[config.mk]
export PLATFORM = sky130hd
export DESIGN_NAME = day_number_to_year_and_day_core
export DESIGN_NICKNAME = d
export VERILOG_FILES = /design/src/hw/rtl/dnyd_pkg.sv /design/src/hw/rtl/dnyd_date.sv /design/src/hw/rtl/day_number_to_year_and_day_core.sv
export SDC_FILE = /design/constraint.sdc
export NUM_CORES = 2
export LEC_CHECK = 0
export BUFFER_PORTS_ARGS = -buffer_cell sky130_fd_sc_hd__buf_4
export CORE_MARGIN = 2
export CORE_UTILIZATION = 61
export DETAILED_ROUTE_END_ITERATION = 10
export PLACE_DENSITY_LB_ADDON = 0.15
export SYNTH_ARGS = -nofsm -noshare
export SYNTH_HDL_FRONTEND = slang
export SYNTH_HIERARCHICAL = 1
export SYNTH_SLANG_ARGS = --single-unit
export TNS_END_PERCENT = 1
[constraint.sdc]
create_clock -name i_clk -period 12.5 [get_ports i_clk]
set_input_delay 1.25 -clock i_clk [delete_from_list [all_inputs] [get_ports i_clk]]
set_output_delay 1.25 -clock i_clk [all_outputs]
set_load 0.01 [all_outputs]
[src/hw/rtl/dnyd_pkg.sv]
// Shared constants, widths and tables for the day number to year and day converter.
`timescale 1ns / 1ps
`default_nettype none
package dnyd_pkg;

    localparam int NUM_STAGES = 10;

    localparam int W_DAY  = 22;
    localparam int W_FRAC = 32;
    localparam int W_YEAR = 14;
    localparam int W_DOY  = 9;
    localparam int W_SEC  = 33;

    localparam int unsigned SEC_PER_DAY = 86400;
    localparam int W_SPD                = 17;
    localparam int W_SEC_PROD           = W_FRAC + W_SPD;
    localparam int SEC_FRAC_BITS        = 16;

    localparam int unsigned JD_OFFSET = 2400001;
    localparam int unsigned FVF_SHIFT = 68569;
    localparam int unsigned DAYS_400Y = 146097;
    localparam int unsigned FVF_4000Y = 1461001;
    localparam int unsigned FVF_MONTH = 2447;
    localparam int unsigned FVF_CENT  = 49;
    localparam int unsigned L_OFFSET  = JD_OFFSET + FVF_SHIFT;

    // internal widths
    localparam int W_L0 = 23;
    localparam int W_N  = 8;
    localparam int W_L1 = 16;
    localparam int W_I  = 7;
    localparam int W_L2 = 10;
    localparam int W_J  = 4;
    localparam int W_M  = 4;

    // exact reciprocal division: k = bits(x) + ceil(log2(d)), m = ceil(2^k / d)
    localparam int W_X1 = 25;
    localparam int K1   = 43;
    localparam int W_R1 = 26;
    localparam longint unsigned R1 = ((64'd1 << K1) + DAYS_400Y - 1) / DAYS_400Y;

    localparam int W_X2 = 28;
    localparam int K2   = 49;
    localparam int W_R2 = 29;
    localparam longint unsigned R2 = ((64'd1 << K2) + FVF_4000Y - 1) / FVF_4000Y;

    localparam int W_X3 = 17;
    localparam int K3   = 29;
    localparam int W_R3 = 18;
    localparam longint unsigned R3 = ((64'd1 << K3) + FVF_MONTH - 1) / FVF_MONTH;

    function automatic logic [W_DOY-1:0] f_month_start(input logic [W_M-1:0] idx);
        logic [W_DOY-1:0] v;
        unique case (idx)
            4'd0:    v = 9'd0;
            4'd1:    v = 9'd31;
            4'd2:    v = 9'd59;
            4'd3:    v = 9'd90;
            4'd4:    v = 9'd120;
            4'd5:    v = 9'd151;
            4'd6:    v = 9'd181;
            4'd7:    v = 9'd212;
            4'd8:    v = 9'd243;
            4'd9:    v = 9'd273;
            4'd10:   v = 9'd304;
            4'd11:   v = 9'd334;
            default: v = 9'd0;
        endcase
        return v;
    endfunction

    // floor(2447 * j / 80)
    function automatic logic [W_DOY-1:0] f_month_off(input logic [W_J-1:0] j);
        logic [W_DOY-1:0] v;
        unique case (j)
            4'd0:    v = 9'd0;
            4'd1:    v = 9'd30;
            4'd2:    v = 9'd61;
            4'd3:    v = 9'd91;
            4'd4:    v = 9'd122;
            4'd5:    v = 9'd152;
            4'd6:    v = 9'd183;
            4'd7:    v = 9'd214;
            4'd8:    v = 9'd244;
            4'd9:    v = 9'd275;
            4'd10:   v = 9'd305;
            4'd11:   v = 9'd336;
            4'd12:   v = 9'd367;
            4'd13:   v = 9'd397;
            4'd14:   v = 9'd428;
            default: v = 9'd458;
        endcase
        return v;
    endfunction

endpackage
`default_nettype wire

[src/hw/rtl/dnyd_date.sv]
// Pipelined day number to Gregorian year and day-of-year datapath.
`timescale 1ns / 1ps
`default_nettype none
module dnyd_date (
    input  wire logic                            i_clk,
    input  wire logic [dnyd_pkg::NUM_STAGES-1:0] i_adv,
    input  wire logic [dnyd_pkg::W_DAY-1:0]      i_mjd_day,
    output logic      [dnyd_pkg::W_YEAR-1:0]     o_year,
    output logic      [dnyd_pkg::W_DOY-1:0]      o_day_of_year
);

    localparam int W_P1 = dnyd_pkg::W_X1 + dnyd_pkg::W_R1;
    localparam int W_P2 = dnyd_pkg::W_X2 + dnyd_pkg::W_R2;
    localparam int W_P3 = dnyd_pkg::W_X3 + dnyd_pkg::W_R3;
    localparam int W_T2 = 25;
    localparam int W_T5 = 18;
    localparam int W_S5 = 17;
    localparam int W_R  = dnyd_pkg::W_I + 1;

    logic [dnyd_pkg::W_L0-1:0]   r_s0_l0;
    logic [dnyd_pkg::W_L0-1:0]   r_s1_l0;
    logic [dnyd_pkg::W_N-1:0]    r_s1_n;
    logic [dnyd_pkg::W_L1-1:0]   r_s2_l1;
    logic [dnyd_pkg::W_N-1:0]    r_s2_n;
    logic [dnyd_pkg::W_X2-1:0]   r_s3_x2;
    logic [dnyd_pkg::W_L1-1:0]   r_s3_l1;
    logic [dnyd_pkg::W_N-1:0]    r_s3_n;
    logic [dnyd_pkg::W_I-1:0]    r_s4_i;
    logic [dnyd_pkg::W_L1-1:0]   r_s4_l1;
    logic [dnyd_pkg::W_N-1:0]    r_s4_n;
    logic [dnyd_pkg::W_L2-1:0]   r_s5_l2;
    logic [dnyd_pkg::W_I-1:0]    r_s5_i;
    logic [dnyd_pkg::W_N-1:0]    r_s5_n;
    logic [dnyd_pkg::W_X3-1:0]   r_s6_x3;
    logic [dnyd_pkg::W_L2-1:0]   r_s6_l2;
    logic [dnyd_pkg::W_I-1:0]    r_s6_i;
    logic [dnyd_pkg::W_N-1:0]    r_s6_n;
    logic [dnyd_pkg::W_J-1:0]    r_s7_j;
    logic [dnyd_pkg::W_L2-1:0]   r_s7_l2;
    logic [dnyd_pkg::W_I-1:0]    r_s7_i;
    logic [dnyd_pkg::W_N-1:0]    r_s7_n;
    logic [dnyd_pkg::W_YEAR-1:0] r_s8_year;
    logic [dnyd_pkg::W_M-1:0]    r_s8_m;
    logic [dnyd_pkg::W_DOY-1:0]  r_s8_d;
    logic [W_R-1:0]              r_s8_r;
    logic [1:0]                  r_s8_c2;
    logic [dnyd_pkg::W_YEAR-1:0] r_s9_year;
    logic [dnyd_pkg::W_DOY-1:0]  r_s9_doy;

    logic [dnyd_pkg::W_L0-1:0]   n_s0_l0;
    logic [W_P1-1:0]             n_p1;
    logic [W_T2-1:0]             n_t2;
    logic [dnyd_pkg::W_L0-1:0]   n_l1_full;
    logic [dnyd_pkg::W_X2-1:0]   n_x2;
    logic [W_P2-1:0]             n_p2;
    logic [W_T5-1:0]             n_t5;
    logic [W_S5-1:0]             n_l2_full;
    logic [dnyd_pkg::W_X3-1:0]   n_x3;
    logic [W_P3-1:0]             n_p3;
    logic                        n_lf;
    logic [dnyd_pkg::W_M-1:0]    n_m;
    logic [dnyd_pkg::W_L2-1:0]   n_d;
    logic [W_R-1:0]              n_r;
    logic [dnyd_pkg::W_N-1:0]    n_c;
    logic [dnyd_pkg::W_YEAR-1:0] n_year;
    logic                        n_leap;
    logic [dnyd_pkg::W_DOY-1:0]  n_doy;

    always_comb begin
        n_s0_l0   = dnyd_pkg::W_L0'(i_mjd_day) + dnyd_pkg::W_L0'(dnyd_pkg::L_OFFSET);
        n_p1      = W_P1'({r_s0_l0, 2'b00}) * W_P1'(dnyd_pkg::R1);
        n_t2      = W_T2'(dnyd_pkg::DAYS_400Y) * W_T2'(r_s1_n) + W_T2'(3);
        n_l1_full = r_s1_l0 - dnyd_pkg::W_L0'(n_t2[W_T2-1:2]);
        n_x2      = (dnyd_pkg::W_X2'(r_s2_l1) + dnyd_pkg::W_X2'(1))
                    * dnyd_pkg::W_X2'(4000);
        n_p2      = W_P2'(r_s3_x2) * W_P2'(dnyd_pkg::R2);
        n_t5      = W_T5'(1461) * W_T5'(r_s4_i);
        n_l2_full = W_S5'(r_s4_l1) - W_S5'(n_t5[W_T5-1:2]) + W_S5'(31);
        n_x3      = dnyd_pkg::W_X3'(r_s5_l2) * dnyd_pkg::W_X3'(80);
        n_p3      = W_P3'(r_s6_x3) * W_P3'(dnyd_pkg::R3);

        n_lf   = (r_s7_j >= dnyd_pkg::W_J'(11));
        n_m    = r_s7_j + dnyd_pkg::W_M'(2) - (n_lf ? dnyd_pkg::W_M'(12) : dnyd_pkg::W_M'(0));
        n_d    = r_s7_l2 - dnyd_pkg::W_L2'(dnyd_pkg::f_month_off(r_s7_j));
        n_r    = W_R'(r_s7_i) + W_R'(n_lf);
        n_c    = r_s7_n - dnyd_pkg::W_N'(dnyd_pkg::FVF_CENT);
        n_year = dnyd_pkg::W_YEAR'(7'd100) * dnyd_pkg::W_YEAR'(n_c)
                 + dnyd_pkg::W_YEAR'(n_r);

        // year = 100*c + r; leap test without a modulo on the full year
        if (r_s8_r == W_R'(0)) begin
            n_leap = (r_s8_c2 == 2'd0);
        end else if (r_s8_r == W_R'(100)) begin
            n_leap = (r_s8_c2 == 2'd3);
        end else begin
            n_leap = (r_s8_r[1:0] == 2'd0);
        end
        n_doy = dnyd_pkg::f_month_start(r_s8_m - dnyd_pkg::W_M'(1)) + r_s8_d
                + dnyd_pkg::W_DOY'((r_s8_m > dnyd_pkg::W_M'(2)) && n_leap);
    end

    always_ff @(posedge i_clk) begin
        if (i_adv[0]) begin
            r_s0_l0 <= n_s0_l0;
        end
        if (i_adv[1]) begin
            r_s1_l0 <= r_s0_l0;
            r_s1_n  <= n_p1[dnyd_pkg::K1 +: dnyd_pkg::W_N];
        end
        if (i_adv[2]) begin
            r_s2_l1 <= n_l1_full[dnyd_pkg::W_L1-1:0];
            r_s2_n  <= r_s1_n;
        end
        if (i_adv[3]) begin
            r_s3_x2 <= n_x2;
            r_s3_l1 <= r_s2_l1;
            r_s3_n  <= r_s2_n;
        end
        if (i_adv[4]) begin
            r_s4_i  <= n_p2[dnyd_pkg::K2 +: dnyd_pkg::W_I];
            r_s4_l1 <= r_s3_l1;
            r_s4_n  <= r_s3_n;
        end
        if (i_adv[5]) begin
            r_s5_l2 <= n_l2_full[dnyd_pkg::W_L2-1:0];
            r_s5_i  <= r_s4_i;
            r_s5_n  <= r_s4_n;
        end
        if (i_adv[6]) begin
            r_s6_x3 <= n_x3;
            r_s6_l2 <= r_s5_l2;
            r_s6_i  <= r_s5_i;
            r_s6_n  <= r_s5_n;
        end
        if (i_adv[7]) begin
            r_s7_j  <= n_p3[dnyd_pkg::K3 +: dnyd_pkg::W_J];
            r_s7_l2 <= r_s6_l2;
            r_s7_i  <= r_s6_i;
            r_s7_n  <= r_s6_n;
        end
        if (i_adv[8]) begin
            r_s8_year <= n_year;
            r_s8_m    <= n_m;
            r_s8_d    <= n_d[dnyd_pkg::W_DOY-1:0];
            r_s8_r    <= n_r;
            r_s8_c2   <= n_c[1:0];
        end
        if (i_adv[9]) begin
            r_s9_year <= r_s8_year;
            r_s9_doy  <= n_doy;
        end
    end

    assign o_year        = r_s9_year;
    assign o_day_of_year = r_s9_doy;

endmodule
`default_nettype wire

[src/hw/rtl/day_number_to_year_and_day_core.sv]
// Top level: MJD and day fraction to Gregorian year, day of year and seconds of day.
// Throughput: one word per cycle while the output is not stalled; each stage holds one word with its own valid bit.
// Stalls ripple back stage by stage, so empty stages still accept while the output waits.
// Reset clears the stage valid bits only; datapath registers are not reset.
`timescale 1ns / 1ps
`default_nettype none
module day_number_to_year_and_day_core (
    input  wire logic                          i_clk,
    input  wire logic                          i_rst_n,
    input  wire logic                          i_valid,
    output logic                               o_ready,
    input  wire logic [dnyd_pkg::W_DAY-1:0]    i_mjd_day,
    input  wire logic [dnyd_pkg::W_FRAC-1:0]   i_day_fraction,
    output logic                               o_valid,
    input  wire logic                          i_ready,
    output logic      [dnyd_pkg::W_YEAR-1:0]   o_year,
    output logic      [dnyd_pkg::W_DOY-1:0]    o_day_of_year,
    output logic      [dnyd_pkg::W_SEC-1:0]    o_seconds_of_day
);

    localparam int NS = dnyd_pkg::NUM_STAGES;

    logic [NS-1:0]                    r_vld;
    logic [NS-1:0]                    n_adv;
    logic [dnyd_pkg::W_SEC_PROD-1:0]  n_sec_prod;
    logic [dnyd_pkg::W_SEC-1:0]       r_sec [NS];

    always_comb begin
        n_adv[NS-1] = ~r_vld[NS-1] | i_ready;
        for (int k = NS - 2; k >= 0; k--) begin
            n_adv[k] = ~r_vld[k] | n_adv[k+1];
        end
    end

    always_ff @(posedge i_clk) begin
        if (!i_rst_n) begin
            r_vld <= '0;
        end else begin
            if (n_adv[0]) begin
                r_vld[0] <= i_valid;
            end
            for (int k = 1; k < NS; k++) begin
                if (n_adv[k]) begin
                    r_vld[k] <= r_vld[k-1];
                end
            end
        end
    end

    assign n_sec_prod = dnyd_pkg::W_SEC_PROD'(i_day_fraction)
                        * dnyd_pkg::W_SEC_PROD'(dnyd_pkg::SEC_PER_DAY);

    always_ff @(posedge i_clk) begin
        if (n_adv[0]) begin
            r_sec[0] <= n_sec_prod[dnyd_pkg::SEC_FRAC_BITS +: dnyd_pkg::W_SEC];
        end
        for (int k = 1; k < NS; k++) begin
            if (n_adv[k]) begin
                r_sec[k] <= r_sec[k-1];
            end
        end
    end

    dnyd_date u_date (
        .i_clk         (i_clk),
        .i_adv         (n_adv),
        .i_mjd_day     (i_mjd_day),
        .o_year        (o_year),
        .o_day_of_year (o_day_of_year)
    );

    assign o_ready          = n_adv[0];
    assign o_valid          = r_vld[NS-1];
    assign o_seconds_of_day = r_sec[NS-1];

    a_doy_range: assert property (@(posedge i_clk) disable iff (!i_rst_n)
        o_valid |-> (o_day_of_year >= 9'd1) && (o_day_of_year <= 9'd366))
        else $error("day of year out of range");

    a_year_low: assert property (@(posedge i_clk) disable iff (!i_rst_n)
        o_valid |-> (o_year >= 14'd1858))
        else $error("year below first representable year");

    a_full_stall: assert property (@(posedge i_clk) disable iff (!i_rst_n)
        !o_ready |-> (&r_vld))
        else $error("input stalled with a free stage");

    a_enter: assert property (@(posedge i_clk) disable iff (!i_rst_n)
        (i_valid && o_ready) |=> r_vld[0])
        else $error("accepted word not captured");

endmodule
`default_nettype wire
==> out/results.ini <==
[place]
port_buffers=115
gp_congestion=0.935
dp_hpwl_mm=87.8

[critical_path]
crit_start=u_date/r_s3_x2[13]
r2r-start=u_date/r_s3_x2[13]
crit_type=flop to flop
crit_required_ns=12.87
ff2ff_setup_slack_ns=4.96
crit_fanout=5
reg2reg_depth=20
reg2reg_to=u_date/r_s4_i[5]
end_kind=flop
crit_arrival_ns=7.91
crit_path_end=u_date/r_s4_i[5]
start_kind=flop

[clock_tree]
cts_tree=yes
path_clk_slew_ns=0.06
postCtsHoldBufs=0
max-clock-path-buffers=3
clock-sinks=632
cts-root-buf=clkbuf_16
cts_resized=0
post-cts-setup-buffers=0
cts_buffers=67
clk-insertion-delay-late_ns=0.62
htree_levels=3

[floorplanning]
start_util_pct=61.7
dieArea_um2=93600
num_rows=110
die_h_um=306
ioPinCount=116
core_area_um2=90100
die_w_um=306

[timing]
fin_crit_sh_pct=60.3
setup_viol=0
slew_headroom_pct=23.9
finalHoldViolCount=0
worst_slew_pin_slew_ns=1.11
drv_slew=0
finClkSkew_ns=0.0237
rsz0062_at_grt=false
finalSetupTns_ns=0
period_minus_slack_ns=7.54
max_freq_mhz=133

[synth]
ys_ff_latch=632
synth-edff-count=613
ys_seq_area_share_pct=33.8
synth_area_um2=55600
post_synth_inst_count=4492
synth_cell_type_count=88
async_flop_share_pct=0
syn_nets=6146
synth-main-ff-cell=edfxtp_1
ys_warn_count=6
synth.avg_cell_area_um2=12.4

[routing]
drt-wirelength-per-cell_um=17.7
drt-initial-drc-count=1494
avgViaCountPerCell=5.24
first_pass_iters=5
dr_total_vias=30905
drcViolationCount=0
routed_wl_mm=105
drtAntennaViolNets=0

[worst_hold_path]
min_path_type=flop to flop

[layout]
drive_gt1_share_pct=5.82
area_growth_pct=8.35
final_nets=6329
num_antenna_cells=0

[grt]
grt_pass1_vias=33510
antenna_found_initial=1
overflow=0
grt_max_degree=69
grt_first_pass_wirelength_mm=174
grtUsageTotal_pct=23.8

[flow_run]
cap_violations=0

[outcome]
status=finished, final reports clean

[how the worst min path moves through the flow]
stage	start	to	slack, ns	cells after the start
3_3_place_gp	r_sec[2][1]	r_sec[3][1]	0.40	0
3_5_place_dp	r_sec[0][24]	r_sec[1][24]	0.40	0
2_1_floorplan	r_sec[0][0]	r_sec[1][0]	0.40	0
6_report	u_date/r_s6_n[4]	u_date/r_s7_n[4]	0.40	0
4_1_cts	u_date/r_s6_n[4]	u_date/r_s7_n[4]	0.40	0
5_1_grt	u_date/r_s6_n[7]	u_date/r_s7_n[7]	0.40	0
[through the flow]
stage | hold slack, ns | util, % | setup WS (ns) | instances | area, um2
6_report | 0.397 | 66.9 | 4.96 | 5900 | 60300
5_1_grt | 0.402 | 66.9 | 4.50 | 5900 | 60300
4_1_cts | 0.400 | 66.9 | 4.80 | 5900 | 60300
3_5_place_dp | 0.405 | 64.4 | 4.81 | 5782 | 58000
3_3_place_gp | 0.400 | 64.4 | 4.90 | 5782 | 58000
2_1_floorplan | 0.400 | - | 5.78 | 4492 | 55600
[state kept, by name, indices dropped and copies added (netlist names), 10 cells and up, named ones only]
name	cells
u_date/r_s0_l0	23
u_date/r_s2_l1	16
u_date/r_s3_x2	23
u_date/r_s4_l1	10
u_date/r_s8_year	14
u_date/o_year	14
r_vld	10
u_date/r_s3_l1	10
u_date/r_s5_l2	10
u_date/r_s1_l0	16
r_sec	330
u_date/r_s6_x3	11
[cell families after synthesis]
logic type | share of synthesized area [%]
adder cells (fa/ha/maj) | 45.4
XOR/XNOR | 3.60
multiplexers | 0.308
flip-flops | 33.8
buffers and inverters | 8.15
AND/OR/NAND/NOR | 3.19
AO/OA/AOI/OAI | 5.55
[cell type report]
cell class	count	area, um2
clock buffers	73	1700
clock inverters	45	544
fillers	6740	29900
inverters	1195	4490
multi-input cells	2653	32300
flip-flops and latches	632	18800
well taps	1176	1470
repair buffers	126	946
[cells in the mapped netlist (41+ instances only)]
| master | n | area share (%) |
|---|---|---|
| fa_1 | 707 | 25 |
| nand2_1 | 84 | 0.57 |
| nor2_1 | 88 | 0.59 |
| a21oi_1 | 155 | 1.4 |
| inv_1 | 1194 | 8.1 |
| edfxtp_1 | 613 | 33 |
| nand3_1 | 41 | 0.37 |
| a21o_1 | 67 | 0.90 |
| ha_1 | 889 | 20 |
| xnor2_1 | 144 | 2.3 |
| o21ai_0 | 51 | 0.46 |
| xor2_1 | 80 | 1.3 |
[layer usage]
metal | vias to the layer above | global-route usage, % | wire length (um)
met5 | - | 0 | 0
li1 | 15064 | - | -
met3 | 146 | 3.88 | 4220
met1 | 15198 | 31.4 | 45900
met4 | 0 | 7.79 | 3410
met2 | 497 | 40.4 | 51000
[worst max-delay path, cell delays in order (launching register included)]
cell       delay (ns)
edfxtp_1         0.51
fa_1             0.77
inv_1            0.16
fa_1             0.47
fa_1             0.56
inv_1            0.05
fa_1             0.46
fa_1             0.52
fa_1             0.54
inv_1            0.06
fa_1             0.52
inv_1            0.04
ha_1             0.32
and4_1           0.20
o2111ai_1        0.12
a2111oi_0        0.89
nor3_1           0.14
a211o_1          0.35
a21oi_1          0.31
a21oi_1          0.15
xnor2_1          0.14
[layout by cell type (no fill, tap or decap), types with 7 or more instances in the layout]
cell and n:
inv_1 1189, edfxtp_1 613, or3_1 7, o21ai_1 7
nor3_1 25, ha_1 889, clkinv_1 10, dfxtp_1 19
a21o_1 67, a211oi_1 11, nor4_1 10, clkinv_2 9
buf_4 126, xnor2_1 144, nand4_1 27, nor2_1 88
nor2b_1 24, nand2b_1 13, o21bai_1 26, clkbuf_16 67
o211ai_1 9, o21ai_0 51, xor2_1 80, nand3_1 40
mux2i_1 7, nand2_1 80, a21oi_1 155, fa_1 707
and3_1 20, a31oi_1 10, o21a_1 32
Power is left out: the tool's default activity adds up to more than one toggle a clock period on the data nets, which glitch-free logic cannot reach.
